[src/hw/rtl/sfr_pkg.sv]
`default_nettype none
package sfr_pkg;

  localparam int BYTE_W  = 8;
  localparam int REP_MAX = 16;                      // bytes in pattern and replacement regs
  localparam int CNT_W   = $clog2(REP_MAX + 1);     // holds 0..REP_MAX
  localparam int Q_DEPTH = 2;                       // command queue entries

  typedef logic [REP_MAX-1:0][BYTE_W-1:0] byte_vec_t;

  typedef enum logic [2:0] {
    CFG_PAT_LO  = 3'd0,
    CFG_PAT_HI  = 3'd1,
    CFG_PAT_LEN = 3'd2,
    CFG_REP_LO  = 3'd3,
    CFG_REP_HI  = 3'd4,
    CFG_REP_LEN = 3'd5
  } cfg_idx_t;

  // One command from the classifier to the emitter: a run of bytes to send.
  // A zero count with last set means a bare end marker.
  typedef struct packed {
    byte_vec_t        data;
    logic [CNT_W-1:0] count;
    logic             last;
  } sfr_cmd_t;

endpackage
`default_nettype wire

[src/hw/rtl/sfr_front.sv]
`default_nettype none
module sfr_front
  import sfr_pkg::*;
#(
  parameter int MAX_LEN = 16
) (
  input  wire logic             clk,
  input  wire logic             rst_n,
  input  wire logic             in_valid,
  output logic                  in_ready,
  input  wire logic [7:0]       in_byte,
  input  wire logic             in_last,
  input  wire logic             win_clear,
  input  wire byte_vec_t        pattern,
  input  wire logic [CNT_W-1:0] plen,
  input  wire byte_vec_t        replace,
  input  wire logic [CNT_W-1:0] rlen,
  input  wire logic             q_ready,
  output logic                  q_push,
  output sfr_cmd_t              q_cmd
);

  localparam int WIN    = (MAX_LEN < REP_MAX) ? MAX_LEN : REP_MAX;
  localparam int FILL_W = $clog2(WIN + 1);

  logic [BYTE_W-1:0] win_r   [WIN];
  logic [BYTE_W-1:0] win_nxt [WIN];
  logic [BYTE_W-1:0] w_new   [WIN];
  logic [FILL_W-1:0] fill_r, fill_nxt;
  logic [CNT_W-1:0]  fill_c;
  logic              accept, full, match, hit;

  assign in_ready = q_ready;
  assign accept   = in_valid && q_ready;

  always_comb begin
    fill_c = (CNT_W'(fill_r) >= plen) ? '0 : CNT_W'(fill_r);
    match  = 1'b1;
    for (int i = 0; i < WIN; i++) begin
      w_new[i] = (CNT_W'(i) == fill_c) ? in_byte : win_r[i];
      if ((CNT_W'(i) < plen) && (w_new[i] != pattern[i])) begin
        match = 1'b0;
      end
    end
    full = ((fill_c + CNT_W'(1)) == plen);
    hit  = full && match;

    q_cmd.last = in_last;
    if (hit) begin
      q_cmd.data  = replace;
      q_cmd.count = rlen;
    end else begin
      q_cmd.data = '0;
      for (int i = 0; i < WIN; i++) begin
        q_cmd.data[i] = w_new[i];
      end
      if (in_last) begin
        q_cmd.count = fill_c + CNT_W'(1);
      end else if (full) begin
        q_cmd.count = CNT_W'(1);
      end else begin
        q_cmd.count = '0;
      end
    end
    q_push = accept && ((q_cmd.count != '0) || in_last);

    // advance the window: clear on a hit or a string end, drop the oldest byte when full
    win_nxt  = win_r;
    fill_nxt = fill_r;
    if (accept) begin
      if (hit) begin
        fill_nxt = '0;
      end else if (full) begin
        for (int i = 0; i < WIN - 1; i++) begin
          win_nxt[i] = w_new[i + 1];
        end
        win_nxt[WIN-1] = w_new[WIN-1];
        fill_nxt = FILL_W'(plen - CNT_W'(1));
      end else begin
        win_nxt  = w_new;
        fill_nxt = FILL_W'(fill_c + CNT_W'(1));
      end
      if (in_last) begin
        fill_nxt = '0;
      end
    end
    if (win_clear) begin
      fill_nxt = '0;
    end
  end

  always_ff @(posedge clk) begin
    win_r <= win_nxt;
    if (!rst_n) begin
      fill_r <= '0;
    end else begin
      fill_r <= fill_nxt;
    end
  end

  a_fill_below_plen: assert property (@(posedge clk) disable iff (!rst_n)
    CNT_W'(fill_r) < plen)
    else $error("window fill reached pattern length");

endmodule
`default_nettype wire

[src/hw/rtl/sfr_queue.sv]
`default_nettype none
module sfr_queue
  import sfr_pkg::*;
(
  input  wire logic     clk,
  input  wire logic     rst_n,
  input  wire logic     push,
  input  wire sfr_cmd_t push_cmd,
  output logic          ready,
  input  wire logic     pop,
  output logic          head_valid,
  output sfr_cmd_t      head_cmd
);

  localparam int PTR_W = (Q_DEPTH > 1) ? $clog2(Q_DEPTH) : 1;
  localparam int CNT_QW = $clog2(Q_DEPTH + 1);

  sfr_cmd_t          mem_r [Q_DEPTH];
  logic [PTR_W-1:0]  wr_ptr_r, wr_ptr_nxt, rd_ptr_r, rd_ptr_nxt;
  logic [CNT_QW-1:0] cnt_r, cnt_nxt;

  assign ready      = (cnt_r != CNT_QW'(Q_DEPTH));
  assign head_valid = (cnt_r != '0);
  assign head_cmd   = mem_r[rd_ptr_r];

  always_comb begin
    wr_ptr_nxt = wr_ptr_r;
    rd_ptr_nxt = rd_ptr_r;
    cnt_nxt    = cnt_r;
    if (push) begin
      wr_ptr_nxt = (wr_ptr_r == PTR_W'(Q_DEPTH - 1)) ? '0 : wr_ptr_r + PTR_W'(1);
    end
    if (pop) begin
      rd_ptr_nxt = (rd_ptr_r == PTR_W'(Q_DEPTH - 1)) ? '0 : rd_ptr_r + PTR_W'(1);
    end
    case ({push, pop})
      2'b10:   cnt_nxt = cnt_r + CNT_QW'(1);
      2'b01:   cnt_nxt = cnt_r - CNT_QW'(1);
      default: cnt_nxt = cnt_r;
    endcase
  end

  always_ff @(posedge clk) begin
    if (push) begin
      mem_r[wr_ptr_r] <= push_cmd;
    end
    if (!rst_n) begin
      wr_ptr_r <= '0;
      rd_ptr_r <= '0;
      cnt_r    <= '0;
    end else begin
      wr_ptr_r <= wr_ptr_nxt;
      rd_ptr_r <= rd_ptr_nxt;
      cnt_r    <= cnt_nxt;
    end
  end

  a_no_push_full: assert property (@(posedge clk) disable iff (!rst_n)
    push |-> ready)
    else $error("push into full command queue");

  a_no_pop_empty: assert property (@(posedge clk) disable iff (!rst_n)
    pop |-> head_valid)
    else $error("pop from empty command queue");

endmodule
`default_nettype wire

[src/hw/rtl/sfr_back.sv]
`default_nettype none
module sfr_back
  import sfr_pkg::*;
(
  input  wire logic     clk,
  input  wire logic     rst_n,
  input  wire logic     head_valid,
  input  wire sfr_cmd_t head_cmd,
  output logic          pop,
  output logic          out_tvalid,
  input  wire logic     out_tready,
  output logic [7:0]    out_tdata,
  output logic          out_tuser,
  output logic          out_tlast
);

  localparam int IDX_W = $clog2(REP_MAX);

  logic [IDX_W-1:0] idx_r, idx_nxt;
  logic             valid_r, valid_nxt;
  logic [7:0]       data_r, data_nxt;
  logic             user_r, user_nxt, last_r, last_nxt;
  logic             fire, final_byte, bare;

  assign out_tvalid = valid_r;
  assign out_tdata  = data_r;
  assign out_tuser  = user_r;
  assign out_tlast  = last_r;

  always_comb begin
    fire       = head_valid && (!valid_r || out_tready);
    bare       = (head_cmd.count == '0);
    final_byte = bare || (CNT_W'(idx_r) == (head_cmd.count - CNT_W'(1)));
    pop        = fire && final_byte;

    idx_nxt   = idx_r;
    valid_nxt = valid_r;
    data_nxt  = data_r;
    user_nxt  = user_r;
    last_nxt  = last_r;
    if (fire) begin
      valid_nxt = 1'b1;
      data_nxt  = bare ? '0 : head_cmd.data[idx_r];
      user_nxt  = !bare;
      last_nxt  = head_cmd.last && final_byte;
      idx_nxt   = final_byte ? '0 : idx_r + IDX_W'(1);
    end else if (out_tready) begin
      valid_nxt = 1'b0;
    end
  end

  always_ff @(posedge clk) begin
    data_r <= data_nxt;
    user_r <= user_nxt;
    last_r <= last_nxt;
    if (!rst_n) begin
      idx_r   <= '0;
      valid_r <= 1'b0;
    end else begin
      idx_r   <= idx_nxt;
      valid_r <= valid_nxt;
    end
  end

  a_bare_is_last: assert property (@(posedge clk) disable iff (!rst_n)
    (out_tvalid && !out_tuser) |-> out_tlast)
    else $error("bare end marker without last");

endmodule
`default_nettype wire

[src/hw/rtl/stream_find_replace.sv]
// Streaming find-and-replace of a fixed byte pattern.
// Input stream: one character per item on in_tdata, in_tlast on the final
// character of a string. Output stream: one character per item on
// out_tdata, out_tuser high when the item carries a character, low for a
// bare end marker (sent when a string ends with nothing left to emit), and
// out_tlast on the final item of the rewritten string.
// Pattern, its length, replacement and its length are written on the cfg
// port while the stream is idle; writing the pattern length empties the
// match window.
// From an accepted item, the first result is registered in the command queue
// and then in the output register. Throughput: one item per cycle while each
// item yields at most one result and the receiver is ready. A matched pattern
// yields the replacement bytes and a string end flushes the window, one result
// per cycle out of the emitter, so an item yielding more than one result keeps
// the emitter busy; the two-entry command queue then fills and in_tready drops.
// Reset clears the window and loads pattern length 1, replacement length 0
// and zero bytes. A stalled receiver holds the output register; the queue
// absorbs up to two commands before input stalls.
`default_nettype none
module stream_find_replace
  import sfr_pkg::*;
#(
  parameter int MAX_LEN = 16
) (
  input  wire logic        clk,
  input  wire logic        rst_n,
  input  wire logic        in_tvalid,
  output logic             in_tready,
  input  wire logic [7:0]  in_tdata,   // [7:0] in_byte
  input  wire logic        in_tlast,
  output logic             out_tvalid,
  input  wire logic        out_tready,
  output logic [7:0]       out_tdata,  // [7:0] out_byte
  output logic             out_tuser,  // [0] out_valid
  output logic             out_tlast,
  input  wire logic        cfg_we,
  input  wire logic [2:0]  cfg_addr,
  input  wire logic [63:0] cfg_wdata
);

  localparam int WIN = (MAX_LEN < REP_MAX) ? MAX_LEN : REP_MAX;

  logic [63:0]      pat_lo_r, pat_hi_r, rep_lo_r, rep_hi_r;
  logic [CNT_W-1:0] plen_r, rlen_r, plen_eff, rlen_eff;
  logic             win_clear, q_ready, q_push, q_pop, head_valid;
  sfr_cmd_t         q_cmd, head_cmd;

  always_ff @(posedge clk) begin
    if (!rst_n) begin
      pat_lo_r <= '0;
      pat_hi_r <= '0;
      plen_r   <= CNT_W'(1);
      rep_lo_r <= '0;
      rep_hi_r <= '0;
      rlen_r   <= '0;
    end else if (cfg_we) begin
      case (cfg_idx_t'(cfg_addr))
        CFG_PAT_LO:  pat_lo_r <= cfg_wdata;
        CFG_PAT_HI:  pat_hi_r <= cfg_wdata;
        CFG_PAT_LEN: plen_r   <= cfg_wdata[CNT_W-1:0];
        CFG_REP_LO:  rep_lo_r <= cfg_wdata;
        CFG_REP_HI:  rep_hi_r <= cfg_wdata;
        CFG_REP_LEN: rlen_r   <= cfg_wdata[CNT_W-1:0];
        default: ;
      endcase
    end
  end

  assign win_clear = cfg_we && (cfg_idx_t'(cfg_addr) == CFG_PAT_LEN);

  // saturate lengths: zero pattern means one byte, cap at register and window size
  always_comb begin
    plen_eff = plen_r;
    if (plen_eff == '0) begin
      plen_eff = CNT_W'(1);
    end
    if (plen_eff > CNT_W'(REP_MAX)) begin
      plen_eff = CNT_W'(REP_MAX);
    end
    if (plen_eff > CNT_W'(WIN)) begin
      plen_eff = CNT_W'(WIN);
    end
    rlen_eff = (rlen_r > CNT_W'(REP_MAX)) ? CNT_W'(REP_MAX) : rlen_r;
  end

  sfr_front #(.MAX_LEN(MAX_LEN)) u_front (
    .clk       (clk),
    .rst_n     (rst_n),
    .in_valid  (in_tvalid),
    .in_ready  (in_tready),
    .in_byte   (in_tdata),
    .in_last   (in_tlast),
    .win_clear (win_clear),
    .pattern   (byte_vec_t'({pat_hi_r, pat_lo_r})),
    .plen      (plen_eff),
    .replace   (byte_vec_t'({rep_hi_r, rep_lo_r})),
    .rlen      (rlen_eff),
    .q_ready   (q_ready),
    .q_push    (q_push),
    .q_cmd     (q_cmd)
  );

  sfr_queue u_queue (
    .clk        (clk),
    .rst_n      (rst_n),
    .push       (q_push),
    .push_cmd   (q_cmd),
    .ready      (q_ready),
    .pop        (q_pop),
    .head_valid (head_valid),
    .head_cmd   (head_cmd)
  );

  sfr_back u_back (
    .clk        (clk),
    .rst_n      (rst_n),
    .head_valid (head_valid),
    .head_cmd   (head_cmd),
    .pop        (q_pop),
    .out_tvalid (out_tvalid),
    .out_tready (out_tready),
    .out_tdata  (out_tdata),
    .out_tuser  (out_tuser),
    .out_tlast  (out_tlast)
  );

endmodule
`default_nettype wire

[config.mk]
export PLATFORM = sky130hd
export DESIGN_NAME = stream_find_replace
export DESIGN_NICKNAME = d
export VERILOG_FILES = /design/src/hw/rtl/sfr_pkg.sv /design/src/hw/rtl/sfr_front.sv /design/src/hw/rtl/sfr_queue.sv /design/src/hw/rtl/sfr_back.sv /design/src/hw/rtl/stream_find_replace.sv
export SDC_FILE = /design/constraint.sdc
export NUM_CORES = 1
export LEC_CHECK = 0
export BUFFER_PORTS_ARGS = -buffer_cell sky130_fd_sc_hd__buf_2
export CORE_MARGIN = 5
export CORE_UTILIZATION = 55
export DETAILED_ROUTE_END_ITERATION = 8
export HOLD_SLACK_MARGIN = 0.1
export PLACE_DENSITY = 0.69
export SYNTH_ARGS = -nofsm -noshare
export SYNTH_HDL_FRONTEND = slang
export SYNTH_SLANG_ARGS = --single-unit
[constraint.sdc]
create_clock -name clk -period 21.4 [get_ports clk]
set_input_delay 4.28 -clock clk [delete_from_list [all_inputs] [get_ports clk]]
set_output_delay 4.28 -clock clk [all_outputs]
set_load 0.01 [all_outputs]
==> Word level (Yosys, flattened, before mapping) <==
Memories as Yosys holds them, arrays and structs flattened. A register that Yosys moved wholly into a read port is not among the register bits.
Cells that the tools add are included.
{ "op_classes": {"addsub": 8, "order_cmp": 21, "n_eq_ne": 41, "n_mux": 56, "bitwise_logic": 2, "reduce_logical": 44} }
{ "ops": {"columns": ["operator", "n"], "rows": [
  ["$mux W8", 17],
  ["$mux W133", 1],
  ["$mux W128", 1],
  ["$ne A8 B8 Y1", 16],
  ["$mux W5", 9],
  ["$eq A4 B5 Y1 const A", 8],
  ["$lt A4 B5 Y1 const A", 8],
  ["$bmux W8 S4", 1],
  ["$mux W1", 25],
  ["$logic_and A1 B1 Y1", 23],
  ["$eq A3 B5 Y1 const A", 4],
  ["$lt A3 B5 Y1 const A", 4],
  ["$gt A5 B5 Y1 const B", 3],
  ["$logic_not A5 Y1", 3],
  ["$reduce_and A2 Y1", 7],
  ["$eq A2 B5 Y1 const A", 2],
  ["$lt A1 B5 Y1 const A", 2],
  ["$lt A2 B5 Y1 const A", 2],
  ["$sub A5 B1 Y5 const B", 2],
  ["$eq A3 B2 Y1 const B", 2],
  ["$eq A3 B3 Y1 const B", 2],
  ["$reduce_bool A2 Y1", 3],
  ["$add A5 B1 Y5 const B", 1],
  ["$eq A1 B5 Y1 const A", 1],
  ["other kinds (20)", 25]
]} }
{ "word_totals": {"regBits": 418, "ram_bits": 268, "input_bits": 81, "out_inout_bits": 12, "elab_cells": 204, "n_memories": 1} }
{ "mem_list": {"columns": ["memory", "depth", "word_bits", "read_ports", "rd_clocked_by_memory_dff", "wr", "line", "rtl"], "rows": [
  ["u_queue.mem_r", 2, 134, 1, 1, 1, "sfr_queue.sv:18", "sfr_cmd_t mem_r [Q_DEPTH];"]
]} }

==> Longest topological paths before layout <==
{ "logic_depth": {"ltp_word": 35, "mapped_depth": 27, "mapped_depth_nobuf": 25} }

==> Modules after synthesis <==
Synthesis repeated with hierarchy kept, for this count alone.
{ "unflattened": {"cells_unflattened": 3061, "hier_area_um2": 34558.1} }
{ "modules_own_cells": {"columns": ["module", "instances", "cells_each", "area_per_inst_um2", "seq_area_each_um2"], "rows": [
  ["sfr_front", 1, 1556, 12861.1, 3943.8],
  ["sfr_queue", 1, 439, 10123.5, 8147.8],
  ["stream_find_replace", 1, 948, 9773.1, 5325.1],
  ["sfr_back", 1, 118, 1800.5, 400.4]
]} }

==> Least setup slack after synthesis <==
Ideal clock, no wire load.
{ "synth_timing": {"path_type": "input to register", "startpoint": "in in_tdata[5]", "endpoint": "reg u_front.win_r[0] (netlist name) (enable)", "setup_ns": 0.629, "arrival_ns": 11.871, "required_time_ns": 20.771, "path_slack_ns": 8.900, "cell_stages": 13, "path_buffers": 3, "path_cell_list": "clkbuf_1 clkinv_1 o22ai_1 nor4_1 mux2_2 o2111a_1 a31o_1 nand4_1 nor3_1 nand4_1 buf_2 buf_2 nor2b_1"} }
{ "synth_via": {"elab_chain_len": 22, "elab_cells_between_ends": 67, "cone_classes": "eq/ne: 16; mux: 32; bitwise: 1; reduce/logical: 18"} }
{ "synth_rtl": {"columns": ["element", "line", "rtl"], "rows": [
  ["start, declared", "stream_find_replace.sv:29", "input wire logic [7:0] in_tdata,"],
  ["$mux W8", "sfr_front.sv:40", "w_new[i] = (CNT_W'(i) == fill_c) ? in_byte : win_r[i];"],
  ["$ne A8 B8 Y1", "sfr_front.sv:41", "if ((CNT_W'(i) < plen) && (w_new[i] != pattern[i])) begin"],
  ["$logic_and A1 B1 Y1", "sfr_front.sv:41", null],
  ["$mux W1 (15 in a row)", "sfr_front.sv:41", null],
  ["$mux W1 *", "sfr_front.sv:41", null],
  ["$logic_and A1 B1 Y1 *", "sfr_front.sv:46", "hit = full && match;"],
  ["$not A1 Y1 (no source line) *", null, null],
  ["$reduce_and A2 Y1 (no source line) *", null, null],
  ["end signal, assigned", "sfr_front.sv:93", "win_r <= win_nxt;"],
  ["end, declared", "sfr_front.sv:26", "logic [BYTE_W-1:0] win_r [WIN];"]
]} }
Every way passes the cells marked *; elsewhere a longest branch is shown, timed or not.
A chain may end at the register's enable or synchronous reset.

==> Final worst setup path <==
{ "layout_timing": {"startpoint": "in in_tdata[5]", "endpoint": "reg u_front.win_r[122] (netlist name) (enable)"} }
Same word-level chain as after synthesis.

==> metrics.txt <==
# TYPE chip_impl_metric gauge
chip_impl_info{name="run_status",value="complete, no violations"} 1
chip_impl_info{name="cp-end-kind",value="flop"} 1
chip_impl_metric{name="final-setup-viol-count",unit=""} 0
chip_impl_metric{name="post-cts-setup-buffers",unit=""} 0
chip_impl_metric{name="sw_frac_of_total",unit="%"} 33.8
chip_impl_metric{name="largest_net_degree_at_the_start_of_global_routing",unit=""} 114
chip_impl_metric{name="synth-async-reset-ratio",unit="%"} 0
chip_impl_metric{name="dieArea",unit="µm²"} 65900
chip_impl_metric{name="ff2ff_setup_slack",unit="ns"} 12.26
chip_impl_info{name="synthFlopType",value="edfxtp_1"} 1
chip_impl_metric{name="route.vias.total",unit=""} 27000
chip_impl_info{name="mostFrequentLayoutCell",value="nand2_1"} 1
chip_impl_metric{name="p_per_area",unit="nW/µm²"} 121
chip_impl_metric{name="worstHoldPathCells",unit=""} 2
chip_impl_metric{name="timing.fmax",unit="GHz"} 0.106
chip_impl_metric{name="cap_viol_max_count",unit=""} 0
chip_impl_metric{name="worst_ep_required_time",unit="ns"} 21.64
chip_impl_metric{name="initial_standard_cell_utilization_of_the_core",unit="%"} 55.5
chip_impl_metric{name="post_synth.cell_area_avg",unit="µm²"} 10.1
chip_impl_metric{name="cp_data_arrival_time",unit="ns"} 9.70
chip_impl_metric{name="share_seq_of_total_power",unit="%"} 44.5
chip_impl_metric{name="mappedNetlistArea",unit="µm²"} 33500
chip_impl_info{name="worst-setup-path-type",value="in2reg"} 1
chip_impl_info{name="grt.busiest_layer",value="met2"} 1
chip_impl_metric{name="cellLeakagePower",unit="nW"} 12.7
chip_impl_metric{name="met2_usage",unit="%"} 51.0
chip_impl_metric{name="combinationalPowerShare",unit="%"} 25.5
chip_impl_metric{name="area.sequential",unit="µm²"} 17800
chip_impl_info{name="worst_r2r_startpoint",value="plen_r[2]$_SDFFE_PN0P_"} 1
chip_impl_metric{name="synth_enable_flop_cells",unit=""} 406
chip_impl_info{name="commonest_cells_after_routing_fill_and_taps_aside",value="579 x nand2_1, 452 x nor2_1, 406 x edfxtp_1"} 1
chip_impl_metric{name="route.final.wire_length",unit="µm"} 118000
chip_impl_metric{name="area_used_by_multi_input_combinational_logic",unit="µm²"} 14300
chip_impl_metric{name="number_of_antenna_violations_at_the_first_check_in_global_routing",unit=""} 3
chip_impl_metric{name="area_growth",unit="%"} 10.3
chip_impl_metric{name="port_buffers",unit=""} 92
chip_impl_metric{name="hold_viol",unit=""} 0
chip_impl_info{name="min_path_type",value="reg2reg"} 1
chip_impl_metric{name="syn_inst",unit=""} 3314
chip_impl_metric{name="die_height",unit="µm"} 257
chip_impl_info{name="clockRootBuffer",value="clkbuf_16"} 1
chip_impl_metric{name="synthDistinctLibCells",unit=""} 73
chip_impl_metric{name="synth_sequential_area_ratio",unit="%"} 53.2
chip_impl_metric{name="synth.net_count",unit=""} 3410
chip_impl_info{name="timing.critical_path.from_type",value="input port"} 1
chip_impl_metric{name="detailed_place.area",unit="µm²"} 34300
chip_impl_metric{name="antenna_violating_nets_post_route",unit=""} 0
chip_impl_metric{name="io_pins",unit=""} 93
chip_impl_metric{name="worst_skew_pair.late_latency",unit="ns"} 0.65
chip_impl_metric{name="clock_power_share",unit="%"} 30.1
chip_impl_info{name="rsz_0062_raised_after_global_routing",value="no"} 1
chip_impl_metric{name="peakVddDrop",unit="µV"} 78.3
chip_impl_metric{name="gr-usage-met3",unit="%"} 11.0
chip_impl_metric{name="timing.final.max_slew_violations",unit=""} 0
chip_impl_metric{name="drtPass1Iterations",unit=""} 7
chip_impl_metric{name="timing.critical_path.fanout_max",unit=""} 72
chip_impl_metric{name="global_route.usage.total",unit="%"} 34.8
chip_impl_info{name="timing.hold.worst.start",value="rep_lo_r[30]$_SDFFE_PN0P_"} 1
chip_impl_metric{name="reg2reg_depth",unit=""} 24
chip_impl_metric{name="maxSlewHeadroom",unit="%"} 19.4
chip_impl_metric{name="initialDrtViolationCount",unit=""} 3789
chip_impl_metric{name="tightestPinTransition",unit="ns"} 1.20
chip_impl_metric{name="layout_worst_path_cycle_share",unit="%"} 44.2
chip_impl_metric{name="timing.clock.skew",unit="ns"} 0.0356
chip_impl_metric{name="clk_path_buf_depth",unit=""} 3
chip_impl_metric{name="fp-row-count",unit=""} 90
chip_impl_metric{name="core_region_area",unit="µm²"} 60400
chip_impl_metric{name="gp_congestion",unit=""} 1.02
chip_impl_metric{name="yosys_warnings",unit=""} 0
chip_impl_metric{name="filler_cell_count",unit=""} 4977
chip_impl_metric{name="setup_total_negative_slack",unit="ns"} 0
chip_impl_metric{name="numCtsBuffers",unit=""} 74
chip_impl_metric{name="grt-ovfl-total",unit=""} 0
chip_impl_metric{name="finalInstanceArea",unit="µm²"} 36900
chip_impl_metric{name="synth_largest_type_area_fraction",unit="%"} 36.4
chip_impl_metric{name="dieWidth",unit="µm"} 257
chip_impl_metric{name="layout.nets",unit=""} 3401
chip_impl_metric{name="viasPerCell",unit=""} 6.51
chip_impl_info{name="worst_hold_path.endpoint",value="rep_lo_r[30]$_SDFFE_PN0P_"} 1
chip_impl_info{name="largest_area_contributor_in_the_netlist",value="edfxtp_1"} 1
chip_impl_metric{name="cts-htree-levels",unit=""} 3
chip_impl_metric{name="finalWorstPathRequiredPeriod",unit="ns"} 9.45
chip_impl_info{name="leading_cell_types_by_total_area_after_synthesis",value="edfxtp_1 36%, dfxtp_1 17%, nand2_1 6.5%"} 1
chip_impl_metric{name="p_sw",unit="mW"} 1.51
chip_impl_metric{name="wire_per_inst",unit="µm"} 28.5
chip_impl_metric{name="cts.hold.buffers_added",unit=""} 0
chip_impl_metric{name="share_of_post_route_cells_with_drive_strength_above_1",unit="%"} 11.1
chip_impl_metric{name="post_cts_resized",unit=""} 0
chip_impl_metric{name="numClockSinks",unit=""} 687
chip_impl_metric{name="cts.reportedPaths.clkPinSlew",unit="ns"} 0.06
chip_impl_info{name="regToRegEndpoint",value="u_front.win_r[122]$_DFFE_PP_"} 1
chip_impl_metric{name="drt_drc_violations_left",unit=""} 0
chip_impl_metric{name="postSynthRegisterBits",unit=""} 687
chip_impl_metric{name="global_route.usage.met1",unit="%"} 49.8
chip_impl_info{name="cts_tree",value="yes"} 1
chip_impl_metric{name="first_pass_grt_wire_length",unit="µm"} 170000
chip_impl_metric{name="power.internal",unit="mW"} 2.96
chip_impl_metric{name="first_global_vias",unit=""} 24900
chip_impl_metric{name="detailedPlacementHpwl",unit="µm"} 83500
layer usage:
layer | up-vias | routed length (µm) | part of all wire [%]
met1 | 13200 | 46500 | 39
li1 | 11800 | - | -
met3 | 265 | 16300 | 14
met4 | 0 | 4650 | 3.9
met5 | - | 0 | 0
met2 | 1754 | 50800 | 43
sequential cells by signal (all words and copies together) (netlist names), named ones only:
register           count
rlen_r                 5
u_back.out_tvalid      1
u_queue.mem_r        268
u_front.fill_r         5
u_queue.cnt_r          2
u_queue.rd_ptr_r       1
rep_lo_r              64
plen_r                 5
rep_hi_r              64
u_front.win_r        128
pat_lo_r              64
u_back.out_tuser       1
u_back.out_tlast       1
pat_hi_r              64
u_back.out_tdata       8
u_queue.wr_ptr_r       1
u_back.idx_r           4
stage by stage:
stage	setup slack (ns)	utilization (%)	power (mW)	hold slack (ns)	cells
6_report	11.95	61.2	4.47	0.468	4154
5_1_grt	11.76	61.1	4.61	0.489	4149
4_1_cts	12.16	61.1	4.43	0.469	4149
3_5_place_dp	11.53	56.9	3.10	0.461	4011
3_3_place_gp	11.52	56.9	3.06	0.451	4011
2_1_floorplan	8.90	-	2.65	0.439	3314
how the worst max path moves through the flow:
stage                            from                      endpoint  slack [ns]
after global routing      in_tdata[5]  u_front.win_r[125]$_DFFE_PP_       11.76
after CTS                 in_tdata[5]  u_front.win_r[122]$_DFFE_PP_       12.16
after floorplan           in_tdata[5]    u_front.win_r[0]$_DFFE_PP_        8.90
after detailed placement  in_tdata[5]  u_front.win_r[122]$_DFFE_PP_       11.53
after global placement    in_tdata[5]   u_front.win_r[64]$_DFFE_PP_       11.52
final                     in_tdata[5]  u_front.win_r[122]$_DFFE_PP_       11.95
worst max-delay path, cell delays in order:
cell and delay, ns:
buf_2 0.07, buf_4 0.50, clkinv_1 0.80, o22ai_1 0.40
nor4_1 0.09, and3_1 0.18, a31oi_1 0.14, a21oi_1 0.06
a31oi_1 0.38, nor3_1 0.12, nand4_1 0.15, buf_4 0.52
nor2b_4 0.25, buf_4 0.60, buf_4 0.87
cell type report:
cell class	count	area share, %
flip-flops and latches	687	48.3
multi-input cells	2284	38.7
clock buffers	102	5.79
well taps	782	2.65
repair buffers	136	2.16
inverters	122	1.24
clock inverters	36	1.16
diodes	5	0.0339
cell families after synthesis:
| family | synth area share (%) |
|---|---|
| multiplexers | 9.78 |
| flip-flops | 53.2 |
| AND/OR/NAND/NOR | 14.5 |
| AO/OA/AOI/OAI | 16.1 |
| adder cells (fa/ha/maj) | 0.591 |
| buffers and inverters | 4.29 |
| XOR/XNOR | 1.56 |
synthesized netlist by cell type (all sizes together) (4+ instances only):
library cell / number
a2111oi: 20
a211oi: 4
a21boi: 260
a21o: 5
a21oi: 190
a222oi: 4
a31oi: 15
and2: 7
and3: 8
buf: 83
clkbuf: 138
dfxtp: 281
edfxtp: 406
ha: 15
inv: 119
mux2: 8
mux2i: 138
mux4: 80
nand2: 581
nand2b: 33
nand3: 10
nand4: 8
nor2: 454
nor2b: 28
nor3: 19
nor4: 22
o2111a: 4
o2111ai: 4
o211ai: 14
o21a: 7
o21ai: 36
o221ai: 7
o22ai: 199
o2bb2ai: 4
o31ai: 7
xnor2: 26
xor2: 31
power by group through the flow:
stage	Clock, mW	Combinational [mW]	Sequential, mW
global placement	0	1.08	1.99
CTS	1.35	1.10	1.97
floorplan	0	0.719	1.93
global route	1.41	1.20	2.00
detailed placement	0	1.10	2.00
finish	1.34	1.14	1.99
No activity file was read; power rests on OpenSTA's default activity.
